==> src/sv/hsd_ram.sv <==
// Generic single-write, single-read synchronous RAM with registered read.
// Read during a write to the same address returns the old contents.
// No dependencies.
module hsd_ram #(
    parameter int WIDTH = 1,
    parameter int DEPTH = 32
) (
    input  logic                     i_clk,
    input  logic                     i_we,
    input  logic [$clog2(DEPTH)-1:0] i_waddr,
    input  logic [WIDTH-1:0]         i_wdata,
    input  logic [$clog2(DEPTH)-1:0] i_raddr,
    output logic [WIDTH-1:0]         o_rdata
);

    logic [WIDTH-1:0] r_mem [DEPTH];
    logic [WIDTH-1:0] r_rdata;

    // Write port and registered read port
    always_ff @(posedge i_clk) begin
        if (i_we) begin
            r_mem[i_waddr] <= i_wdata;
        end
        r_rdata <= r_mem[i_raddr];
    end

    assign o_rdata = r_rdata;

endmodule

==> config.mk <==
export PLATFORM = sky130hd
export DESIGN_NAME = hsd_ram
export DESIGN_NICKNAME = d
export VERILOG_FILES = /design/src/sv/hsd_ram.sv
export SDC_FILE = /design/constraint.sdc
export NUM_CORES = 1
export LEC_CHECK = 0
export BUFFER_PORTS_ARGS = -buffer_cell sky130_fd_sc_hd__clkbuf_2
export CORE_MARGIN = 8
export CORE_UTILIZATION = 54
export CTS_BUF_LIST = sky130_fd_sc_hd__clkbuf_8
export DETAILED_ROUTE_END_ITERATION = 10
export PLACE_DENSITY = 0.79
export RECOVER_POWER = 25
export SYNTH_ARGS = -nofsm -noshare
export SYNTH_HDL_FRONTEND = slang
export SYNTH_SLANG_ARGS = --single-unit
==> constraint.sdc <==
create_clock -name i_clk -period 1.3 [get_ports i_clk]
set_input_delay 0.26 -clock i_clk [delete_from_list [all_inputs] [get_ports i_clk]]
set_output_delay 0.26 -clock i_clk [all_outputs]
set_load 0.02 [all_outputs]
# ---- Word-level counts from Yosys, hierarchy flattened
# Memories as Yosys holds them, arrays and structs flattened. A register that Yosys moved wholly into a read port is not among the register bits.
# Cells that the tools add are included.
dict set report classes {
  add_sub_neg 0
  multipliers 0
  div_mod_pow 0
  n_lt_le_gt_ge 0
  eq_ne 0
  shifts 0
  muxes 2
  bitwise 0
  n_reduce_logical 0
}
# op count
set ops {}
lappend ops {{$mux 1} 2}
dict set report totals {
  ff_bits 0
  latch_bits 0
  ramBits 32
  mem_bits_ro 0
  output_inout_bits 1
  elab_cells 3
  memories 1
}
# memory words word_bits read_ports rd_clocked_by_memory_dff wr line
set mem_list {}
lappend mem_list {r_mem 32 1 1 1 1 16} ;# logic [WIDTH-1:0] r_mem [DEPTH];

# ---- Logic depth before layout (Yosys ltp)
# Gate-level depths: netlist (run 1).
dict set report logic_depth {
  depth_word 2
  ltp_mapped 7
  depth_no_buf 5
}

# ---- Worst setup path after synthesis (run 1)
# OpenSTA, ideal clock, no wires.
dict set report synth_timing {
  path_kind {input port to flip-flop}
  startpoint {in i_waddr[0]}
  endpoint {mem r_mem[20] (enable)}
  setup_ps 299
  t_arrival_ps 990
  required_ps 1001
  setup_slack_ps 11
  cell_stages 3
  path_buffers 1
  path_cell_list {or3b_2 -> clkbuf_1 -> nor2_1}
}
# element line
set synth_rtl {}
lappend synth_rtl {{from (decl)} 10} ;# input logic [$clog2(DEPTH)-1:0] i_waddr,
lappend synth_rtl {{to (decl)} 16}
# Straight into the memory's write port.

==> key figures, run 1 <==
Clocking
  – Clk pin slew, worst setup/hold paths: 0.06 ns
  – CTS Buf Count: 5
  – Clock root buffer: clkbuf_8
  – Clk buf depth: 2
  – Clock sink count: 33
  – Worst skew pair latency: 0.28 ns
  – TritonCTS clock tree: done
  – # H-tree levels: 2

Finish
  – Multi-input gate area: 505.5 sq um
  – Layout Cells excl Fill: 177
  – # diodes: 0
  – Fill cells: 206
  – FF/Latch Area: 980.9 sq um
  – Synthesis-to-layout area growth: 15.83%
  – Post-layout nets: 158
  – Final instance area: 1758 sq um
  – Share of cells above drive strength 1: 0.2055

Min path
  – Hold path endpoint: o_rdata
  – Hold crit path type: input pin to flop
  – Worst hold path stage count: 4
  – Hold Startpoint: i_raddr[0]

Synth
  – Register area share after synthesis: 0.6463
  – Async SR Flop Fraction: 0
  – Library cells used by synthesis: 21
  – Top cell type by total area after synthesis: edfxtp_1
  – Cells after Synth: 120
  – Syn. warnings: 0
  – Synthesized area per cell: 12.65 sq um
  – Top_reg_cell synth: edfxtp_1
  – Most common cell in the netlist: nor2_1
  – Most frequent cells after synthesis: 34 x nor2_1, 32 x edfxtp_1, 16 x mux2i_1, 7 x nand2_1, 5 x nand3b_1
  – Syn_nets: 133
  – EDFF count, synth: 32
  – Top cells by area, synth: edfxtp_1 63%, mux2i_1 11%, nor2_1 8.4%, nand3b_1 2.5%, a22oi_1 2.0%
  – Post-Syn Area: 1518 sq um
  – Synth Register Bits: 33
  – Top cell type's share of synthesized area: 0.6331

Placed design
  – Placed Area: 1672 sq um
  – Dpl hpwl: 2074 um
  – Placer Congestion: 0.8765
  – Port buffer count: 13
  – Number of instances in the placed design: 169

Drt
  – Total wire length: 2877 um
  – DRC: 0
  – DR pass1 iterations: 4
  – Routed vias: 1012
  – Routed length per instance: 16.25 um
  – Via-to-Cell Ratio: 5.718
  – DR iter-0 viols: 63
  – Antenna Nets Post-Route: 0

Power and ir drop
  – Maximum VDD drop: 0.8092 mV
  – Power Density: 1180 nW/um^2
  – LEAKAGE: 0.6309 nW
  – Total chip power: 0.002075 W

Setup path
  – Critical Path Max Stage Delay: 0.33 ns
  – Crit path capture type: flop
  – Worst Path Buf+Inv: 2
  – Worst R2R End: o_rdata
  – Reg2Reg Depth: 5
  – Worst Path Arrival: 1.43 ns
  – Worst R2R Start: r_mem[10]
  – Slowest CP cell: a311o_1
  – Startpoint Class: input pin
  – Crit-path max FO: 11
  – Critical Path, Cell by Cell: clkbuf_4 -> buf_12 -> mux2i_1 -> a21oi_1 -> nand3_1 -> nand2_1 -> a311o_1
  – Worst EP required: 1.46 ns
  – Reg-to-reg setup timing slack: 0.02 ns
  – Crit path max-delay family: compound AO/OA/AOI/OAI gates
  – CP Class: input pin to flop

STA
  – Clock Skews: 0.001797 ns
  – Fmax achieved: 783.5 MHz
  – Fin Setup TNS: 0 ns
  – Endpoints failing setup: 0
  – Worst slew margin: 0.3076
  – Worst Tran Pin Value: 1.039 ns
  – RSZ-0062 raised after global routing: yes
  – Pins Over Slew Limit: 0
  – Final period utilization: 0.9818
  – Final Hold Vio Count: 0
  – Tmin final: 1.276 ns

Floorplan
  – Die Wd: 69.02 um
  – Die ar.: 4763 sq um
  – Initial core utilization: 0.5600
  – Rows: 19
  – Core footprint: 2710 sq um
  – I/O pin total: 14
  – Die height: 69.02 um

GRT
  – Total gr overflow: 0
  – Vias in the first global route: 985
  – First-pass GRT wire length: 4540 um
  – Largest net degree at the start of global routing: 33
  – Tot GR Track Use: 0.1209
  – Initial antenna violation count: 0

Flow run
  – Max Cap Viol: 0

Status
  – Status: completed
## cells by family after synthesis
logic type	synth area share
compound gates	0.04122
buf+inv	0.02308
flops	0.6463
mux	0.1055
simple gates	0.1839
## worst max path at each step
stage / startpoint / end / slack, ns / cells after the start
floorplan: i_waddr[0] / r_mem[20] / 0.01 / 3
global placement: i_raddr[1] / o_rdata / -0.17 / 7
detailed placement: i_raddr[1] / o_rdata / -0.25 / 7
CTS: r_mem[18] / o_rdata / 0.01 / 5
global route: r_mem[14] / o_rdata / -0.01 / 5
finish: i_raddr[1] / o_rdata / 0.02 / 7
## flip-flops by register name, summed over array words and instances (netlist names)
register  cells
o_rdata       1
r_mem        32
## metal layers
layer,GRT usage,part of all wire,wire length (um),vias to the layer above
met5,0,0,0,-
met4,0.07062,0.0087,25,0
met3,0.05579,0.057,163,2
met2,0.1803,0.50,1433,32
met1,0.1388,0.44,1253,489
li1,-,-,-,489
## placed cells by master, fill, tap and decap left out
master / netlist / routed
nor2_1: 34 / 34
edfxtp_1: 32 / 32
mux2i_1: 16 / 15
clkbuf_2: 0 / 11
nand2_1: 7 / 7
buf_4: 0 / 6
nand3b_1: 5 / 5
clkbuf_8: 0 / 5
nand3_1: 4 / 4
a22oi_1: 4 / 4
or3b_2: 3 / 3
a21oi_1: 3 / 3
clkinv_1: 0 / 2
buf_12: 1 / 2
or3_1: 1 / 1
nor2b_1: 1 / 1
and2b_1: 1 / 1
and2_1: 1 / 1
a211oi_1: 1 / 1
nand4b_1: 1 / 1
mux2i_2: 0 / 1
nand2b_1: 1 / 1
a311o_1: 1 / 1
clkinv_2: 0 / 1
clkbuf_1: 1 / 1
clkbuf_4: 0 / 1
dfxtp_1: 1 / 1
## per-stage QoR
stage | worst slack, ns | util | hold slack (ns)
2_1_floorplan | 0.01106 | - | 0.3589
3_3_place_gp | -0.1662 | 0.6168 | 0.6024
3_5_place_dp | -0.2547 | 0.6168 | 0.6652
4_1_cts | 0.01009 | 0.6468 | 0.4467
5_1_grt | -0.01196 | 0.6487 | 0.4680
6_report | 0.02370 | 0.6487 | 0.4443
## tightest hold or removal path: stages
cell and delay, ns:
clkbuf_2 0.10, nor2b_1 0.08, nand2_1 0.07, a311o_1 0.17
## timing repair
item                                    in CTS  in global routing
endpoints found under the setup margin       0                  1
gates resized for setup                      0                  3
hold buffers                                 0                  0
buffers inserted                             0                  0
## final cells by class
type / instances / share of cell area
flip-flops and latches: 33 / 0.5580
multi-input cells: 84 / 0.2875
repair buffers: 21 / 0.08612
clock buffers: 5 / 0.03915
well taps: 31 / 0.02206
clock inverters: 3 / 0.007117
## power by group
group          switching (W)  internal, W
clock               0.000336     0.000359
sequential        0.00000449      0.00118
combinational       0.000109    0.0000831
total               0.000449      0.00163
Power figures use the tool's default switching activity.
==> run 2, diff against run 1 <==
--- a/config.mk
+++ b/config.mk
@@ -8,7 +8,7 @@
 export BUFFER_PORTS_ARGS = -buffer_cell sky130_fd_sc_hd__clkbuf_2
 export CORE_MARGIN = 8
 export CORE_UTILIZATION = 54
-export CTS_BUF_LIST = sky130_fd_sc_hd__clkbuf_8
+export CTS_BUF_LIST = sky130_fd_sc_hd__clkbuf_2 sky130_fd_sc_hd__clkbuf_4 sky130_fd_sc_hd__clkbuf_8
 export DETAILED_ROUTE_END_ITERATION = 10
 export PLACE_DENSITY = 0.79
 export RECOVER_POWER = 25
==> run 2 against run 1 <==
Net effect: clock skew is 0.0020 ns higher; utilization is 1.4 points lower; largest cell class unchanged; power is 9.4% lower; sequential power hardly changed; first-iteration DRC count is 29% higher; clock-buffer cell count stayed put; critical path type unchanged; clock power is 27% lower.
==> key figures, run 2 (synthesis gave the netlist of run 1 again) <==
Min path
  – Worst hold path stage count: 4 (unchanged)
  – Hold crit path type: input pin to flop (unchanged)
  – Hold path endpoint: o_rdata (unchanged)
  – Hold Startpoint: i_raddr[0] (unchanged)

Finish
  – Layout Cells excl Fill: 177 (unchanged)
  – Post-layout nets: 158 (unchanged)
  – Multi-input gate area: 501.7 sq um (was 505.5 sq um)
  – Fill cells: 217 (was 206)
  – # diodes: 0 (unchanged)
  – Synthesis-to-layout area growth: 13.36% (was 15.83%)
  – Most flops, register: r_mem (unchanged)
  – FF/Latch Area: 980.9 sq um (unchanged)
  – Most frequent cells in the layout: 34 x nor2_1, 32 x edfxtp_1, 16 x mux2i_1, 12 x clkbuf_2, 7 x nand2_1 (was 34 x nor2_1, 32 x edfxtp_1, 15 x mux2i_1, 11 x clkbuf_2, 7 x nand2_1)
  – Share of cells above drive strength 1: 0.1986 (was 0.2055)
  – Max reg flops: 32 (unchanged)
  – Most common cell after layout, fill and taps aside: nor2_1 (unchanged)

Drt
  – DRC: 0 (unchanged)
  – Met3 routed WL: 219 um (was 163 um)
  – DR iter-0 viols: 81 (was 63)
  – Routed vias: 1005 (was 1012)
  – Wire length on met2: 1332 um (was 1433 um)
  – Met1 wire length: 1247 um (was 1253 um)
  – Via-to-Cell Ratio: 5.678 (was 5.718)
  – Antenna Nets Post-Route: 0 (unchanged)
  – DR pass1 iterations: 4 (unchanged)
  – Top routing layer used: met4 (unchanged)
  – Total wire length: 2884 um (was 2877 um)
  – Routed length per instance: 16.29 um (was 16.25 um)

Clocking
  – CTS Buf Count: 5 (unchanged)
  – Clock sink count: 33 (unchanged)
  – Hold-fix buffers, CTS: 0 (unchanged)
  – TritonCTS clock tree: done (unchanged)
  – # H-tree levels: 2 (unchanged)
  – Clk pin slew, worst setup/hold paths: 0.09 ns (was 0.06 ns)
  – Clock root buffer: clkbuf_4 (was clkbuf_8)
  – Clk buf depth: 2 (unchanged)
  – Post-CTS Resized: 0 (unchanged)
  – Worst skew pair latency: 0.32 ns (was 0.28 ns)

Setup path
  – Worst R2R Start: r_mem[10] (unchanged)
  – Reg-to-reg setup timing slack: 0.007 ns (was 0.02 ns)
  – Crit-path max FO: 11 (unchanged)
  – Worst EP required: 1.51 ns (was 1.46 ns)
  – Crit path max-delay family: compound AO/OA/AOI/OAI gates (unchanged)
  – Worst R2R End: o_rdata (unchanged)
  – Slowest CP cell: a311o_1 (unchanged)
  – Critical Path, Cell by Cell: clkbuf_2 -> buf_12 -> mux2i_1 -> a21oi_1 -> nand3_1 -> nand2_1 -> a311o_1 (was clkbuf_4 -> buf_12 -> mux2i_1 -> a21oi_1 -> nand3_1 -> nand2_1 -> a311o_1)
  – Reg2Reg Depth: 5 (unchanged)
  – Crit path capture type: flop (unchanged)
  – Critical Path Max Stage Delay: 0.33 ns (about the same)
  – Startpoint Class: input pin (unchanged)
  – CP Class: input pin to flop (unchanged)
  – Worst Path Buf+Inv: 2 (unchanged)
  – Source of the critical timing path: i_raddr[1] (unchanged)
  – Worst Path Arrival: 1.50 ns (was 1.43 ns)

Status
  – Status: completed (unchanged)

Flow run
  – Max Cap Viol: 0 (unchanged)

STA
  – Clock Skews: 0.003754 ns (was 0.001797 ns)
  – Final period utilization: 0.9949 (was 0.9818)
  – Endpoints failing setup: 0 (unchanged)
  – Worst Tran Pin Value: 1.054 ns (was 1.039 ns)
  – Worst setup margin: 0.006604 ns (was 0.02370 ns)
  – Fmax achieved: 773.2 MHz (was 783.5 MHz)
  – Pins Over Slew Limit: 0 (unchanged)
  – Worst slew margin: 0.2972 (was 0.3076)
  – Tmin final: 1.293 ns (was 1.276 ns)
  – Final Hold Vio Count: 0 (unchanged)
  – RSZ-0062 raised after global routing: yes (unchanged)

Placed design
  – Port buffer count: 13 (unchanged)
  – Pre-CTS setup slack: -0.2547 ns (unchanged)
  – Dpl hpwl: 2074 um (unchanged)
  – Placer Congestion: 0.8765 (unchanged)
  – Number of instances in the placed design: 169 (unchanged)

Power and ir drop
  – Maximum VDD drop: 0.8129 mV (was 0.8092 mV)
  – Power Density: 1093 nW/um^2 (was 1180 nW/um^2)
  – LEAKAGE: 0.6191 nW (was 0.6309 nW)

Floorplan
  – Rows: 19 (unchanged)
  – Initial core utilization: 0.5600 (unchanged)
  – I/O pin total: 14 (unchanged)
  – Die ar.: 4763 sq um (unchanged)
  – Core footprint: 2710 sq um (unchanged)
  – Die height: 69.02 um (unchanged)
  – Die Wd: 69.02 um (unchanged)

GRT
  – Initial antenna violation count: 0 (unchanged)
  – Total gr overflow: 0 (unchanged)
  – Largest net degree at the start of global routing: 33 (unchanged)
  – Vias in the first global route: 1002 (was 985)
  – Tot GR Track Use: 0.1205 (was 0.1209)
  – First-pass GRT wire length: 4616 um (was 4540 um)
run 2: per-layer routing:
layer,track usage,vias up
li1,-,489
met2,0.1814,37
met3,0.04006,9
met5,0,-
met1,0.1410,470
met4,0.08428,0
run 2: worst min-delay path: cells and delay by family:
family,cells,cell delay [ns]
compound gates,1,0.17
simple gates,2,0.15
buf+inv,1,0.10
run 2: timing repair:
item                                   in CTS  in global routing
endpoints found under the hold margin       0                  0
setup buffers                               0                  0
setup endpoints to repair                   0                  1
run 2: worst max-delay path by stage:
stage | end | slack, ns | depth (start not counted)
CTS | o_rdata | 0.01 | 5
floorplan | r_mem[20] | 0.01 | 3
finish | o_rdata | 0.007 | 7
global placement | o_rdata | -0.17 | 7
detailed placement | o_rdata | -0.25 | 7
global route | o_rdata | -0.02 | 5
run 2: through the flow:
stage | util | power, W | hold WS [ns] | setup TNS, ns | area [sq um]
floorplan | - | 0.001311 | 0.3589 | 0 | 1518
global placement | 0.6168 | 0.001388 | 0.6024 | -1.080 | 1672
detailed placement | 0.6168 | 0.001400 | 0.6652 | -1.800 | 1672
CTS | 0.6353 | 0.001891 | 0.3967 | 0 | 1722
global route | 0.6348 | 0.001958 | 0.4216 | -0.02236 | 1720
finish | 0.6348 | 0.001880 | 0.3963 | 0 | 1720
run 2: cell type report:
type                    count  area share
flip-flops and latches     33      0.5702
multi-input cells          84      0.2916
repair buffers             21     0.08655
well taps                  31     0.02255
clock buffers               5     0.02182
clock inverters             3    0.007273
run 2: power breakdown:
group | internal, W | switching, W | leakage [nW]
Sequential | 0.00118 | 0.00000437 | 0.297
Clock | 0.000195 | 0.000309 | 0.0300
Combinational | 0.0000816 | 0.000109 | 0.292
Total | 0.00146 | 0.000422 | 0.619
==> run 3, diff against run 2 <==
--- a/config.mk
+++ b/config.mk
@@ -5,12 +5,13 @@
 export SDC_FILE = /design/constraint.sdc
 export NUM_CORES = 1
 export LEC_CHECK = 0
+export ABC_CLOCK_PERIOD_IN_PS = 1600
 export BUFFER_PORTS_ARGS = -buffer_cell sky130_fd_sc_hd__clkbuf_2
 export CORE_MARGIN = 8
-export CORE_UTILIZATION = 54
+export CORE_UTILIZATION = 60
 export CTS_BUF_LIST = sky130_fd_sc_hd__clkbuf_2 sky130_fd_sc_hd__clkbuf_4 sky130_fd_sc_hd__clkbuf_8
 export DETAILED_ROUTE_END_ITERATION = 10
-export PLACE_DENSITY = 0.79
+export PLACE_DENSITY = 0.83
 export RECOVER_POWER = 25
 export SYNTH_ARGS = -nofsm -noshare
 export SYNTH_HDL_FRONTEND = slang
==> constraint.sdc (replaced) <==
create_clock -name i_clk -period 1.6 [get_ports i_clk]
set_input_delay 0.32 -clock i_clk [delete_from_list [all_inputs] [get_ports i_clk]]
set_output_delay 0.32 -clock i_clk [all_outputs]
set_load 0.02 [all_outputs]
==> run 3 against run 2 <==
Net effect: largest power group unchanged; combinational power fell by 27%; worst setup slack improved by 0.35 ns; die area shrank 7.7%; global-route usage rose by 2.3 points; wire length shrank 3.6%; critical endpoint unchanged; hold slack improved by 0.015 ns; sequential share of layout area grew 0.67 points; final area decreased by 1.2%; power down 6.5%; non-clock buffer count shrank 6.
==> key figures, run 3 (synthesis gave the netlist of run 1 again) <==
GRT
  – First-pass GRT wire length: 4609 um (was 4616 um)
  – Met2 usage: 0.2220 (was 0.1814)
  – Total gr overflow: 0 (unchanged)
  – Largest net degree at the start of global routing: 33 (unchanged)
  – Met1 usage: 0.1703 (was 0.1410)
  – Vias in the first global route: 990 (was 1002)
  – Tot GR Track Use: 0.1431 (was 0.1205)
  – Busiest grt layer: met2 (unchanged)
  – Initial antenna violation count: 0 (unchanged)
  – Met3 GRT Util: 0.05254 (was 0.04006)

Power and ir drop
  – Total chip power: 0.001757 W (was 0.001880 W)
  – Seq pwr share: 0.548 (was 0.631)
  – Internal: 0.001404 W (was 0.001458 W)
  – Maximum VDD drop: 1.221 mV (was 0.8129 mV)
  – Sw Share: 0.2010 (was 0.2245)
  – Psw: 0.0003532 W (was 0.0004221 W)
  – Power Density: 1033 nW/um^2 (was 1093 nW/um^2)
  – LEAKAGE: 0.6048 nW (was 0.6191 nW)
  – Comb pwr share: 0.079 (was 0.101)
  – Clock power frac: 0.373 (was 0.268)

STA
  – RSZ-0062 raised after global routing: no (was yes)
  – Worst Tran Pin Value: 1.087 ns (was 1.054 ns)
  – Endpoints failing setup: 0 (unchanged)
  – Tmin final: 1.244 ns
  – Final Hold Vio Count: 0 (unchanged)
  – Worst hold-check slack: 0.4108 ns (was 0.3963 ns)
  – Fmax achieved: 803.8 MHz
  – Worst slew margin: 0.2751 (was 0.2972)
  – Final period utilization: 0.7776
  – Fin Setup TNS: 0 ns (unchanged)
  – Pins Over Slew Limit: 0 (unchanged)
  – Clock Skews: 0.01141 ns (was 0.003754 ns)

Setup path
  – Crit-path max FO: 11 (unchanged)
  – Startpoint Class: input pin (unchanged)
  – Critical Path Max Stage Delay: 0.26 ns (was 0.33 ns)
  – Worst R2R End: o_rdata (unchanged)
  – Worst EP required: 1.83 ns (was 1.51 ns)
  – Worst setup endpoint: o_rdata (unchanged)
  – Critical Path, Cell by Cell: clkbuf_2 -> buf_12 -> mux2i_1 -> a22oi_1 -> nand3_1 -> nand2_1 -> a311o_1 (was clkbuf_2 -> buf_12 -> mux2i_1 -> a21oi_1 -> nand3_1 -> nand2_1 -> a311o_1)
  – Worst R2R Start: r_mem[17] (was r_mem[10])
  – Reg-to-reg setup timing slack: 0.39 ns (was 0.007 ns)
  – Worst Path Arrival: 1.47 ns (was 1.50 ns)
  – Source of the critical timing path: i_raddr[1] (unchanged)
  – CP Class: input pin to flop (unchanged)
  – Slowest CP cell: a311o_1 (unchanged)
  – Crit path capture type: flop (unchanged)
  – Reg2Reg Depth: 5 (unchanged)

Drt
  – DRC: 0 (unchanged)
  – DR iter-0 viols: 60 (was 81)
  – Routed length per instance: 16.35 um (was 16.29 um)
  – Via-to-Cell Ratio: 5.771 (was 5.678)
  – Total wire length: 2779 um (was 2884 um)
  – Antenna Nets Post-Route: 0 (unchanged)
  – DR pass1 iterations: 4 (unchanged)
  – Routed vias: 981 (was 1005)

Finish
  – # diodes: 0 (unchanged)
  – Post-layout nets: 152 (was 158)
  – Share of cells above drive strength 1: 0.1786 (was 0.1986)
  – Max reg flops: 32 (unchanged)
  – Most flops, register: r_mem (unchanged)
  – Most frequent cells in the layout: 34 x nor2_1, 32 x edfxtp_1, 16 x mux2i_1, 12 x clkbuf_2, 7 x nand2_1 (unchanged)
  – Most common cell after layout, fill and taps aside: nor2_1 (unchanged)
  – Final instance area: 1700 sq um (was 1720 sq um)
  – Synthesis-to-layout area growth: 12.04% (was 13.36%)
  – Final core utilization: 0.6991 (was 0.6348)

Flow run
  – Max Cap Viol: 0 (unchanged)

Floorplan
  – Die height: 66.30 um (was 69.02 um)
  – Initial core utilization: 0.6240 (was 0.5600)
  – Die Wd: 66.30 um (was 69.02 um)
  – Rows: 18 (was 19)
  – I/O pin total: 14 (unchanged)
  – Die ar.: 4395 sq um (was 4763 sq um)
  – Core footprint: 2432 sq um (was 2710 sq um)

Clocking
  – CTS Buf Count: 5 (unchanged)
  – Clock sink count: 33 (unchanged)
  – Hold-fix buffers, CTS: 0 (unchanged)
  – Post-CTS setup repair buffer count: 0 (unchanged)
  – TritonCTS clock tree: done (unchanged)
  – Worst skew pair latency: 0.33 ns (was 0.32 ns)
  – Clock root buffer: clkbuf_4 (unchanged)
  – # H-tree levels: 2 (unchanged)
  – Post-CTS Resized: 0 (unchanged)
  – Clk pin slew, worst setup/hold paths: 0.10 ns (was 0.09 ns)
  – Clk buf depth: 2 (unchanged)

Placed design
  – Port buffer count: 13 (unchanged)
  – Dpl hpwl: 1936 um (was 2074 um)
  – Placer Congestion: 0.8113 (was 0.8765)
  – Placed Area: 1613 sq um (was 1672 sq um)

Min path
  – Hold crit path type: input pin to flop (unchanged)

Status
  – Status: completed (unchanged)
==> run 3: cell type report <==
cell class / instances / area [sq um]
Multi-Input combinational cell: 84 / 501.7
Clock buffer: 7 / 58.81
Clock inverter: 1 / 30.03
Timing Repair Buffer: 15 / 91.34
Sequential cell: 33 / 980.9
Fill cell: 172 / 732.0
Tap cell: 30 / 37.54
==> run 3: worst min-delay path by stage <==
stage,start,endpoint,slack (ns),depth (start not counted)
floorplan,i_wdata,r_mem[0],0.42,0
global placement,r_mem[4],o_rdata,0.60,3
detailed placement,r_mem[6],o_rdata,0.60,3
CTS,i_raddr[0],o_rdata,0.39,4
global route,i_raddr[0],o_rdata,0.45,4
finish,i_raddr[0],o_rdata,0.41,4
==> run 3: layer usage <==
layer	share of wire	vias to the layer above	routed length, um
li1	-	475	-
met1	0.45	463	1262
met2	0.47	39	1315
met3	0.060	4	166
met4	0.012	0	34
met5	0	-	0
==> run 3: through the flow <==
stage | cells | setup WS (ns)
3_3_place_gp | 162 | 0.09953
3_5_place_dp | 162 | 0.03050
5_1_grt | 170 | 0.3027
2_1_floorplan | 120 | 0.2511
6_report | 170 | 0.3559
4_1_cts | 170 | 0.3784
==> run 3: critical path, delay by kind of cell <==
family / cells / cell delay (ns)
AO/OA/AOI/OAI: 2 / 0.37
buffers and inverters: 2 / 0.35
multiplexers: 1 / 0.25
AND/OR/NAND/NOR: 2 / 0.17
==> run 3: power groups by stage <==
stage,Combinational (W),Clock (W),Sequential [W]
6_report,0.000139,0.000655,0.000963
5_1_grt,0.000152,0.000702,0.000964
4_1_cts,0.000139,0.000668,0.000963
3_5_place_dp,0.000138,0,0.000983
3_3_place_gp,0.000132,0,0.000982
2_1_floorplan,0.0000786,0,0.000986
